File: config.mk
export PLATFORM = sky130hd
export DESIGN_NAME = sstf_disk_scheduler_unit
export DESIGN_NICKNAME = d
export VERILOG_FILES = /design/src/hw/rtl/sstf_pkg.sv /design/src/hw/rtl/sstf_cell.sv /design/src/hw/rtl/sstf_disk_scheduler_unit.sv
export SDC_FILE = /design/constraint.sdc
export NUM_CORES = 2
export LEC_CHECK = 0
export ABC_AREA = 0
export BUFFER_PORTS_ARGS = -buffer_cell sky130_fd_sc_hd__buf_2
export CAP_MARGIN = 30
export CORE_AREA = 2 2 580 409
export CTS_CLUSTER_SIZE = 8
export DETAILED_ROUTE_END_ITERATION = 7
export DIE_AREA = 0 0 582 411
export PLACE_DENSITY_LB_ADDON = 0.05
export SLEW_MARGIN = 20
export SYNTH_ARGS = -nofsm -noshare
export SYNTH_HDL_FRONTEND = slang
export SYNTH_HIERARCHICAL = 1
export SYNTH_SLANG_ARGS = --single-unit
File: constraint.sdc
create_clock -name aclk -period 8.7 [get_ports aclk]
set_clock_uncertainty 0.15 [all_clocks]
set_input_delay 0.435 -clock aclk [delete_from_list [all_inputs] [get_ports aclk]]
set_output_delay 0.435 -clock aclk [all_outputs]
set_load 0.005 [all_outputs]
File: src/hw/rtl/sstf_pkg.sv
// Shared constants, types and state encoding for the SSTF disk scheduler.
`timescale 1ns / 1ps

package sstf_pkg;

    localparam int MAX_REQUESTS = 16;
    localparam int CYL_BITS     = 16;
    localparam int SEEK_W       = 20;
    localparam int IDX_W        = (MAX_REQUESTS > 1) ? $clog2(MAX_REQUESTS) : 1;
    localparam int CNT_W        = $clog2(MAX_REQUESTS + 1);

    localparam logic [SEEK_W-1:0] SEEK_MAX = {SEEK_W{1'b1}};

    localparam logic ACTION_LOAD = 1'b0;
    localparam logic ACTION_RUN  = 1'b1;

    // Best candidate found so far, handed from cell to cell.
    typedef struct packed {
        logic                found;
        logic [CYL_BITS-1:0] seek_dist;
        logic [IDX_W-1:0]    idx;
        logic [CYL_BITS-1:0] cyl;
    } cand_t;

    // Controls broadcast from the sequencer to every cell.
    typedef struct packed {
        logic [CYL_BITS-1:0] head;
        logic                load;
        logic [IDX_W-1:0]    load_idx;
        logic [CYL_BITS-1:0] load_cyl;
        logic                mark;
        logic [IDX_W-1:0]    mark_idx;
        logic                clear;
    } cell_ctrl_t;

    typedef enum logic [1:0] {
        ST_IDLE,
        ST_OUT,
        ST_SCAN,
        ST_UPDATE
    } state_t;

endpackage

File: src/hw/rtl/sstf_cell.sv
// One request slot of the scheduler chain with its nearest-candidate compare stage.
`timescale 1ns / 1ps

module sstf_cell (
    input  logic                             aclk,
    input  logic                             aresetn,
    input  logic [sstf_pkg::IDX_W-1:0]       my_idx,
    input  sstf_pkg::cell_ctrl_t             ctrl,
    input  sstf_pkg::cand_t                  cand_in,
    output sstf_pkg::cand_t                  cand_out
);

    logic [sstf_pkg::CYL_BITS-1:0] cyl_reg;
    logic                          occupied_reg;
    logic                          served_reg;
    sstf_pkg::cand_t               cand_reg;
    sstf_pkg::cand_t               cand_next;
    logic [sstf_pkg::CYL_BITS-1:0] seek_dist;
    logic                          eligible;

    always_comb begin
        seek_dist = (ctrl.head >= cyl_reg) ? (ctrl.head - cyl_reg)
                                           : (cyl_reg - ctrl.head);
        eligible  = occupied_reg && !served_reg;
        cand_next = cand_in;
        // Strictly smaller only, so an earlier slot keeps a tie.
        if (eligible && (!cand_in.found || seek_dist < cand_in.seek_dist)) begin
            cand_next.found     = 1'b1;
            cand_next.seek_dist = seek_dist;
            cand_next.idx       = my_idx;
            cand_next.cyl       = cyl_reg;
        end
    end

    always_ff @(posedge aclk) begin
        if (!aresetn) begin
            occupied_reg <= 1'b0;
            served_reg   <= 1'b0;
            cand_reg     <= '0;
        end else begin
            cand_reg <= cand_next;
            if (ctrl.clear) begin
                occupied_reg <= 1'b0;
                served_reg   <= 1'b0;
            end else if (ctrl.load && ctrl.load_idx == my_idx) begin
                occupied_reg <= 1'b1;
                served_reg   <= 1'b0;
            end else if (ctrl.mark && ctrl.mark_idx == my_idx) begin
                served_reg <= 1'b1;
            end
        end
    end

    always_ff @(posedge aclk) begin
        if (ctrl.load && ctrl.load_idx == my_idx) begin
            cyl_reg <= ctrl.load_cyl;
        end
    end

    assign cand_out = cand_reg;

endmodule

File: src/hw/rtl/sstf_disk_scheduler_unit.sv
// Top level: request chain, run sequencer and result register of the SSTF scheduler.
// A load into a full table is dropped, and so is a run on an empty table.
// A run emits the start position, then each next position after a full pass of the
// candidate through the cell chain; a position waits while the output register is full.
// Input is not accepted again until the last position has entered the output register.
// Synchronous active-low reset empties the table; the cylinder storage is not reset.
`timescale 1ns / 1ps

module sstf_disk_scheduler_unit (
    input  logic        aclk,
    input  logic        aresetn,
    input  logic        s_valid,
    output logic        s_ready,
    input  logic        s_action,
    input  logic [15:0] s_cylinder,
    output logic        m_valid,
    input  logic        m_ready,
    output logic [15:0] m_head_position,
    output logic [19:0] m_total_seek,
    output logic [4:0]  m_step_index,
    output logic        m_last
);

    localparam int CB = sstf_pkg::CYL_BITS;
    localparam int SW = sstf_pkg::SEEK_W;
    localparam int IW = sstf_pkg::IDX_W;
    localparam int CW = sstf_pkg::CNT_W;

    sstf_pkg::state_t state_reg, state_next;
    logic [CW-1:0]    count_reg, count_next;
    logic [CB-1:0]    head_reg, head_next;
    logic [SW-1:0]    total_reg, total_next;
    logic [CW-1:0]    step_reg, step_next;
    logic             last_reg, last_next;
    logic [IW-1:0]    scan_cnt_reg, scan_cnt_next;
    logic             out_load;

    logic             m_valid_reg;
    logic [15:0]      m_head_reg;
    logic [19:0]      m_total_reg;
    logic [4:0]       m_step_reg;
    logic             m_last_reg;

    sstf_pkg::cell_ctrl_t ctrl;
    sstf_pkg::cand_t      cand [0:sstf_pkg::MAX_REQUESTS];
    sstf_pkg::cand_t      best;
    logic [SW:0]          sum;
    logic                 in_fire;

    assign cand[0] = '0;
    assign best    = cand[sstf_pkg::MAX_REQUESTS];

    genvar g;
    generate
        for (g = 0; g < sstf_pkg::MAX_REQUESTS; g++) begin : g_cell
            sstf_cell u_cell (
                .aclk     (aclk),
                .aresetn  (aresetn),
                .my_idx   (IW'(g)),
                .ctrl     (ctrl),
                .cand_in  (cand[g]),
                .cand_out (cand[g+1])
            );
        end
    endgenerate

    assign s_ready = (state_reg == sstf_pkg::ST_IDLE);
    assign in_fire = s_valid && s_ready;
    assign sum     = {1'b0, total_reg} + (SW + 1)'(best.seek_dist);

    always_comb begin
        state_next     = state_reg;
        count_next     = count_reg;
        head_next      = head_reg;
        total_next     = total_reg;
        step_next      = step_reg;
        last_next      = last_reg;
        scan_cnt_next  = scan_cnt_reg;
        out_load       = 1'b0;
        ctrl           = '0;
        ctrl.head      = head_reg;
        ctrl.load_idx  = count_reg[IW-1:0];
        ctrl.load_cyl  = s_cylinder[CB-1:0];
        ctrl.mark_idx  = best.idx;

        case (state_reg)
            sstf_pkg::ST_IDLE: begin
                if (in_fire) begin
                    if (s_action == sstf_pkg::ACTION_LOAD) begin
                        if (count_reg < CW'(sstf_pkg::MAX_REQUESTS)) begin
                            ctrl.load  = 1'b1;
                            count_next = count_reg + 1'b1;
                        end
                    end else if (count_reg != '0) begin
                        head_next  = s_cylinder[CB-1:0];
                        total_next = '0;
                        step_next  = '0;
                        last_next  = 1'b0;
                        state_next = sstf_pkg::ST_OUT;
                    end
                end
            end
            sstf_pkg::ST_OUT: begin
                if (!m_valid_reg || m_ready) begin
                    out_load = 1'b1;
                    if (last_reg) begin
                        ctrl.clear = 1'b1;
                        count_next = '0;
                        state_next = sstf_pkg::ST_IDLE;
                    end else begin
                        scan_cnt_next = '0;
                        state_next    = sstf_pkg::ST_SCAN;
                    end
                end
            end
            sstf_pkg::ST_SCAN: begin
                // Head and served flags are stable here; wait one full chain pass.
                scan_cnt_next = scan_cnt_reg + 1'b1;
                if (scan_cnt_reg == IW'(sstf_pkg::MAX_REQUESTS - 1)) begin
                    state_next = sstf_pkg::ST_UPDATE;
                end
            end
            sstf_pkg::ST_UPDATE: begin
                ctrl.mark  = 1'b1;
                head_next  = best.cyl;
                total_next = sum[SW] ? sstf_pkg::SEEK_MAX : sum[SW-1:0];
                step_next  = step_reg + 1'b1;
                last_next  = (step_reg + 1'b1) == count_reg;
                state_next = sstf_pkg::ST_OUT;
            end
            default: begin
                state_next = sstf_pkg::ST_IDLE;
            end
        endcase
    end

    always_ff @(posedge aclk) begin
        if (!aresetn) begin
            state_reg   <= sstf_pkg::ST_IDLE;
            count_reg   <= '0;
            head_reg    <= '0;
            total_reg   <= '0;
            step_reg    <= '0;
            last_reg    <= 1'b0;
            scan_cnt_reg <= '0;
            m_valid_reg <= 1'b0;
        end else begin
            state_reg    <= state_next;
            count_reg    <= count_next;
            head_reg     <= head_next;
            total_reg    <= total_next;
            step_reg     <= step_next;
            last_reg     <= last_next;
            scan_cnt_reg <= scan_cnt_next;
            if (out_load) begin
                m_valid_reg <= 1'b1;
            end else if (m_ready) begin
                m_valid_reg <= 1'b0;
            end
        end
    end

    always_ff @(posedge aclk) begin
        if (out_load) begin
            m_head_reg  <= 16'(head_reg);
            m_total_reg <= 20'(total_reg);
            m_step_reg  <= 5'(step_reg);
            m_last_reg  <= last_reg;
        end
    end

    assign m_valid         = m_valid_reg;
    assign m_head_position = m_head_reg;
    assign m_total_seek    = m_total_reg;
    assign m_step_index    = m_step_reg;
    assign m_last          = m_last_reg;

    // The table is emptied as the final position of a run enters the output register.
    a_empty_after_last: assert property (@(posedge aclk) disable iff (!aresetn)
        (out_load && last_reg) |=> (count_reg == '0))
        else $error("table not emptied after final position");

    a_count_bound: assert property (@(posedge aclk) disable iff (!aresetn)
        count_reg <= CW'(sstf_pkg::MAX_REQUESTS))
        else $error("request count beyond table size");

    a_step_bound: assert property (@(posedge aclk) disable iff (!aresetn)
        (state_reg != sstf_pkg::ST_IDLE) |-> (step_reg <= count_reg))
        else $error("step index beyond request count");

    // A new result never overwrites one that is still waiting.
    a_no_overwrite: assert property (@(posedge aclk) disable iff (!aresetn)
        out_load |-> (!m_valid_reg || m_ready))
        else $error("result register overwritten");

    // Every scan that ends finds an unserved request.
    a_scan_found: assert property (@(posedge aclk) disable iff (!aresetn)
        (state_reg == sstf_pkg::ST_UPDATE) |-> best.found)
        else $error("no candidate at end of scan");

endmodule
# Word-level counts from Yosys, hierarchy flattened
# Cells that the tools add are included.
dict set report word_totals {
  input_bits 21
  wordCells 483
  register_bits 975
}
dict set report classes {
  eq_ne 44
  reduce_logical 156
  mux 77
  n_lt_le_gt_ge 32
  n_bitwise 1
  add_sub_neg 36
}
# operator n
set op_table {}
lappend op_table {{$mux W37} 15}
lappend op_table {{$sub A16 B16 Y16} 32}
lappend op_table {{$mux W16} 19}
lappend op_table {{$ge A16 B16 Y1} 16}
lappend op_table {{$lt A16 B16 Y1} 15}
lappend op_table {{$mux W20} 4}
lappend op_table {{$eq A4 B4 Y1 const B} 17}
lappend op_table {{$logic_and A1 B1 Y1} 64}
lappend op_table {{$reduce_or A3 Y1} 16}
lappend op_table {{$mux W5} 8}
lappend op_table {{$pmux W20 S2} 1}
lappend op_table {{$mux W36} 1}
lappend op_table {{$eq A4 B3 Y1 const B} 8}
lappend op_table {{$logic_not A1 Y1} 32}
lappend op_table {{$pmux W16 S2} 1}
lappend op_table {{$reduce_or A2 Y1} 15}
lappend op_table {{$add A20 B16 Y21} 1}
lappend op_table {{$pmux W5 S2} 2}
lappend op_table {{$eq A4 B2 Y1 const B} 4}
lappend op_table {{$logic_or A1 B1 Y1} 16}
lappend op_table {{$mux W1} 15}
lappend op_table {{$mux W2} 6}
lappend op_table {{$add A5 B1 Y5 const B} 2}
lappend op_table {{$ne A2 B2 Y1 const B} 5}
lappend op_table {{other kinds (21)} 31}

# Depth between registers and ports, before layout
dict set report logic_depth {
  word_depth 7
  ltp_mapped 25
}

# Modules after synthesis
# Netlist, hierarchy kept.
# mod area_per_inst_um2 cells_per_inst instances
set modules_own_cells {}
lappend modules_own_cells {{sstf_cell (g_cell[10].u_cell ...)} 4015.1 451 7}
lappend modules_own_cells {{sstf_cell (g_cell[5].u_cell ...)} 4322.9 520 4}
lappend modules_own_cells {{sstf_cell (g_cell[0].u_cell ...)} 3873.7 458 3}
lappend modules_own_cells {sstf_disk_scheduler_unit 4773.3 471 1}
lappend modules_own_cells {{sstf_cell (g_cell[11].u_cell)} 4025.1 463 1}
lappend modules_own_cells {{sstf_cell (g_cell[7].u_cell)} 3981.3 472 1}

# Worst setup path before layout
# OpenSTA, ideal clock, no wires.
dict set report synth_path {
  kind {register to register}
  start {register head_reg[1]}
  end {register g_cell[12].u_cell.cand_reg, in the netlist g_cell[12].u_cell/cand_out[20]}
  n_path_buf 3
  setup_time_ps 128
  required_time_ps 8422
  slack_ps 2870
  period_less_slack_ps 5830
  arrival_time_ps 5552
  path_stages_with_launch 23
  cell_sequence {dfxtp_1 -> inv_1 -> ha_1 -> nand4_1 -> o211ai_1 -> a221o_1 -> a221o_2 -> and3_4 -> o21ai_2 -> a21oi_2 -> xnor2_1 -> ha_1 -> a21o_1 -> a21o_1 -> a21o_1 -> a21oi_1 -> o2111ai_1 -> and2_1 -> clkbuf_1 -> buf_2 -> buf_2 -> a21oi_1 -> nor2_1}
}
dict set report synth_via {
  elab_chain_len 6
  word_cells_on_any_way 8
  cone_classes {add/sub: 2; order compare: 2; mux: 2; reduce/logical: 2}
}
# item line_no
set synth_rtl {}
lappend synth_rtl {{start: declaration} sstf_disk_scheduler_unit.sv:31} ;# logic [CB-1:0] head_reg, head_next;
lappend synth_rtl {{start signal: assignment} sstf_disk_scheduler_unit.sv:150} ;# head_reg <= head_next;
lappend synth_rtl {{$sub A16 B16 Y16, or another cell as far along} sstf_cell.sv:23} ;# : (cyl_reg - ctrl.head);
lappend synth_rtl {{$mux W16 *} sstf_cell.sv:22} ;# seek_dist = (ctrl.head >= cyl_reg) ? (ctrl.head - cyl_reg)
lappend synth_rtl {{$lt A16 B16 Y1} sstf_cell.sv:27} ;# if (eligible && (!cand_in.found || seek_dist < cand_in.seek_dist)) begin
lappend synth_rtl {{$logic_or A1 B1 Y1} sstf_cell.sv:27}
lappend synth_rtl {{$logic_and A1 B1 Y1} sstf_cell.sv:27}
lappend synth_rtl {{$mux W37 *} sstf_cell.sv:27}
lappend synth_rtl {{end signal: assignment} sstf_cell.sv:41} ;# cand_reg <= cand_next;
lappend synth_rtl {{end: declaration} sstf_cell.sv:16} ;# sstf_pkg::cand_t cand_reg;
# Mark *: on every way between the ends. The rest lies on a longest branch, timed or not.
# A chain may end at the register's enable or synchronous reset.

# Worst setup path after layout
dict set report layout_path {
  start {register head_reg[9]}
  end {register g_cell[5].u_cell.cand_reg, in the netlist g_cell[5].u_cell/cand_out[32]}
}
dict set report layout_via {
  elab_chain_len 6
  word_cells_on_any_way 8
  cone_classes {add/sub: 2; order compare: 2; mux: 2; reduce/logical: 2}
}
# item line_no
set layout_rtl {}
lappend layout_rtl {{$sub A16 B16 Y16, or another cell as far along} sstf_cell.sv:23}
lappend layout_rtl {{$mux W16 *} sstf_cell.sv:22}
lappend layout_rtl {{$lt A16 B16 Y1} sstf_cell.sv:27}
lappend layout_rtl {{$logic_or A1 B1 Y1} sstf_cell.sv:27}
lappend layout_rtl {{$logic_and A1 B1 Y1} sstf_cell.sv:27}
lappend layout_rtl {{$mux W37 *} sstf_cell.sv:27}
lappend layout_rtl {{end signal: assignment} sstf_cell.sv:41}
lappend layout_rtl {{end: declaration} sstf_cell.sv:16}
# Marked as above.

==> results.txt <==
Register-to-register setup slack: 1.84 ns. The launch point of the worst reg-to-reg path is head_reg[9]. The critical path is of the reg2reg type. The number of I/O port buffers was 64; the largest net degree at the start of global routing was 106.

The switching portion of total power works out to 0.370. The capturing point of the worst reg2reg path is g_cell[5].u_cell/cand_out[32]. The tools report the sequential group share of total power as 0.315.

The register with the most flip-flops in the layout has 591 of them. The run gives 106000 µm as the detailed-routed wire length on met2. The uppermost metal layer occupied by signal nets was met4. The type of origin of the critical path is a flip-flop. The clock passes through at most 4 buffers. The routability congestion estimate was 0.873; the cell area after synthesis was 69800 µm². Dividing the synthesized area by the synthesized cell count gives 8.71 µm².

The routed design could run at a clock period as short as 6.86 ns. After detailed routing, the average wire length per cell comes to 24.1 µm. The layout has 24.4k filler cells. At the worst endpoint, the required time is 9.15 ns.

TritonCTS built the clock tree. The initialized floorplan defines 149 standard-cell rows. For the final non-filler cell area, the log shows 78500 µm². The critical path starts at head_reg[9]. Summing all multi-input logic gate instances after layout gives 43000 µm².

The tools report the wire length on met3 as 13200 µm. The CTS buffer count is 152. After detailed routing, the number of remaining DRC violations is 0. The first global-routing pass estimated 399000 µm of wire.

For the pin with the worst max-slew slack, the measured transition is 1.04 ns. Clock tree synthesis found a total of 975 sinks. Setup total negative slack on the finished layout was measured at 0 ns. The aggregate global-route resource usage came out at 0.224. Setup repair after global routing left no endpoint under its margin. The placed instances occupy a cell area of 74000 µm². The net count of the finished layout is 9021. For this design the total switching power over the nets is 0.00605 W. The count of cells along the worst register-to-register path is 18, and the worst max-slew margin expressed relative to the limit is 0.298. The via count of the first global-routing pass was 55.6k. The sequential cells in the finished layout cover a total of 22500 µm². Static leakage: 32.8 nW. The hold violation total from the final report came out at 0.

The fraction of final layout cells with drive strength greater than 1 is 0.0728, and the routed length on met1 is 152000 µm. The total power divided by cell area works out to 208 nW/µm². Power share of the combinational group: 0.340. The logs give 0.298 for the starting density of the core and 7.31 ns for the arrival time of data at the critical path endpoint.

Before antenna repair, the detailed router went through 6 iterations. The area added between synthesis and finish came out at 12.5%. Post-cts resize count: 0.

Type of the worst min-delay path: in2reg. The run gives 0.0103 W as the internal power contribution. During I/O placement, the number of pins put on the boundary was 65.

The max-slew violation total from the final report is 0, and the height of the die is 411 µm. The run finished with clean final reports. In this run, the number of DRC markers left after iteration 0 of detailed routing was 4996. The H-tree was split into 4 levels.

The routed layout has 59.0k vias. The number of antenna violations at the first check in global routing came out at 19. The die covers 239000 µm². The tools report the insertion delay of the later-clocked pin in the worst-skew pair as 0.84 ns.

The floorplan step set the die width to 582 µm. The capturing element of the worst setup path was g_cell[5].u_cell/cand_out[32]. The clock network fraction of total power was 0.345. The final critical-path share of the clock period is 0.788, and the placed wire-length estimate is 207000 µm.

The finished layout holds 11.4k standard cells, fillers aside. The tools report the root buffer cell as sky130_fd_sc_hd__clkbuf_16. Synthesis produced a netlist whose cell count is 8014. The tools report the post-placement cell count as 11.1k. Using the TritonRoute via totals, the vias-per-cell ratio works out to 5.17. Global routing finished with a remaining overflow of 0. The kind of end point of the critical path is a flip-flop. Setup violations remaining at the end of the flow were counted as 0. The logs give 0 for the number of maximum-capacitance violations and 275000 µm for the final wirelength.

The logs give 234000 µm² for the area of the core region and 162 µV for the largest vdd supply drop. Clock-pin slew was measured on the worst setup and hold paths at 0.05 ns. The maximum clock rate is 0.146 GHz.

The synthesis warning total is 6, and the largest fanout on the critical path is 34. The antenna violation net count after detailed routing was 0.
cells in the final DEF, fill, tap and decap left out, drive strengths merged, types with 96 or more instances in the layout:
cell,count
dfxtp,677
o21a,158
ha,761
edfxtp,298
nor2,537
nand2,593
buf,171
a21oi,734
a211oi,104
nand4,96
conb,237
inv,880
a21o,262
mux2i,351
nand3,164
xor2,174
o21ai,325
clkbuf,247
nor3,141
xnor2,156
layout make-up:
class,count,area share
Sequential cell,975,0.287
Antenna cell,5,0.000159
Tap cell,3095,0.0493
Clock inverter,10,0.00151
Clock buffer,245,0.0543
Inverter,885,0.0423
Timing Repair Buffer,181,0.0181
Multi-Input combinational cell,6011,0.547
per-stage QoR:
step	setup slack (ns)	total power (W)	util	hold slack [ns]
4_1_cts	1.70	0.0165	0.335	0.0140
3_5_place_dp	1.76	0.0107	0.316	0.284
6_report	1.84	0.0164	0.336	0.0641
5_1_grt	1.48	0.0173	0.336	0.0363
3_3_place_gp	1.81	0.0107	0.316	0.286
2_1_floorplan	2.87	0.00894	-	0.272
power groups by stage:
stage	sequential, W	combinational [W]	clock (W)
after floorplan	0.00515	0.00379	0
after global placement	0.00524	0.00546	0
after detailed placement	0.00524	0.00548	0
after CTS	0.00515	0.00551	0.00583
after global routing	0.00516	0.00618	0.00599
final	0.00514	0.00557	0.00564
routing by layer:
| layer | global-route usage | vias up |
|---|---|---|
| met5 | 0 | - |
| met4 | 0.0353 | 0 |
| met3 | 0.0268 | 234 |
| met2 | 0.304 | 1536 |
| met1 | 0.369 | 28800 |
| li1 | - | 28500 |
critical path, cell delays in order, from the launching register on:
cell and delay [ns]:
sky130_fd_sc_hd__dfxtp_2 0.71, sky130_fd_sc_hd__buf_4 0.53, sky130_fd_sc_hd__inv_1 0.09, sky130_fd_sc_hd__ha_1 0.52
sky130_fd_sc_hd__a21oi_1 0.43, sky130_fd_sc_hd__o21ai_0 0.28, sky130_fd_sc_hd__nor2_2 0.33, sky130_fd_sc_hd__a21o_1 0.53
sky130_fd_sc_hd__nand2_2 0.29, sky130_fd_sc_hd__a21o_1 0.26, sky130_fd_sc_hd__xnor2_1 0.20, sky130_fd_sc_hd__ha_1 0.28
sky130_fd_sc_hd__a21oi_1 0.16, sky130_fd_sc_hd__o221a_2 0.21, sky130_fd_sc_hd__o221ai_1 0.17, sky130_fd_sc_hd__a221oi_4 0.25
sky130_fd_sc_hd__buf_4 0.45, sky130_fd_sc_hd__nand3b_1 0.13, sky130_fd_sc_hd__o221ai_1 0.62
worst min path at each step:
stage,from,end,slack (ns),cells after the start
floorplan,g_cell[11].u_cell/cand_out[0],g_cell[12].u_cell/cand_out[0],0.27,2
global route,s_cylinder[3],g_cell[4].u_cell/cyl_reg[3],0.04,2
global placement,g_cell[11].u_cell/cand_out[6],g_cell[12].u_cell/cand_out[6],0.29,2
detailed placement,g_cell[12].u_cell/cand_out[1],g_cell[13].u_cell/cand_out[1],0.28,2
finish,s_cylinder[3],g_cell[4].u_cell/cyl_reg[3],0.06,2
CTS,s_cylinder[3],g_cell[4].u_cell/cyl_reg[3],0.01,2
repair_timing:
item,in CTS,in global routing
setup buffers,0,0
hold buffers,8,0
hold endpoints to repair,51,0
(Power assumes the default switching activity.)
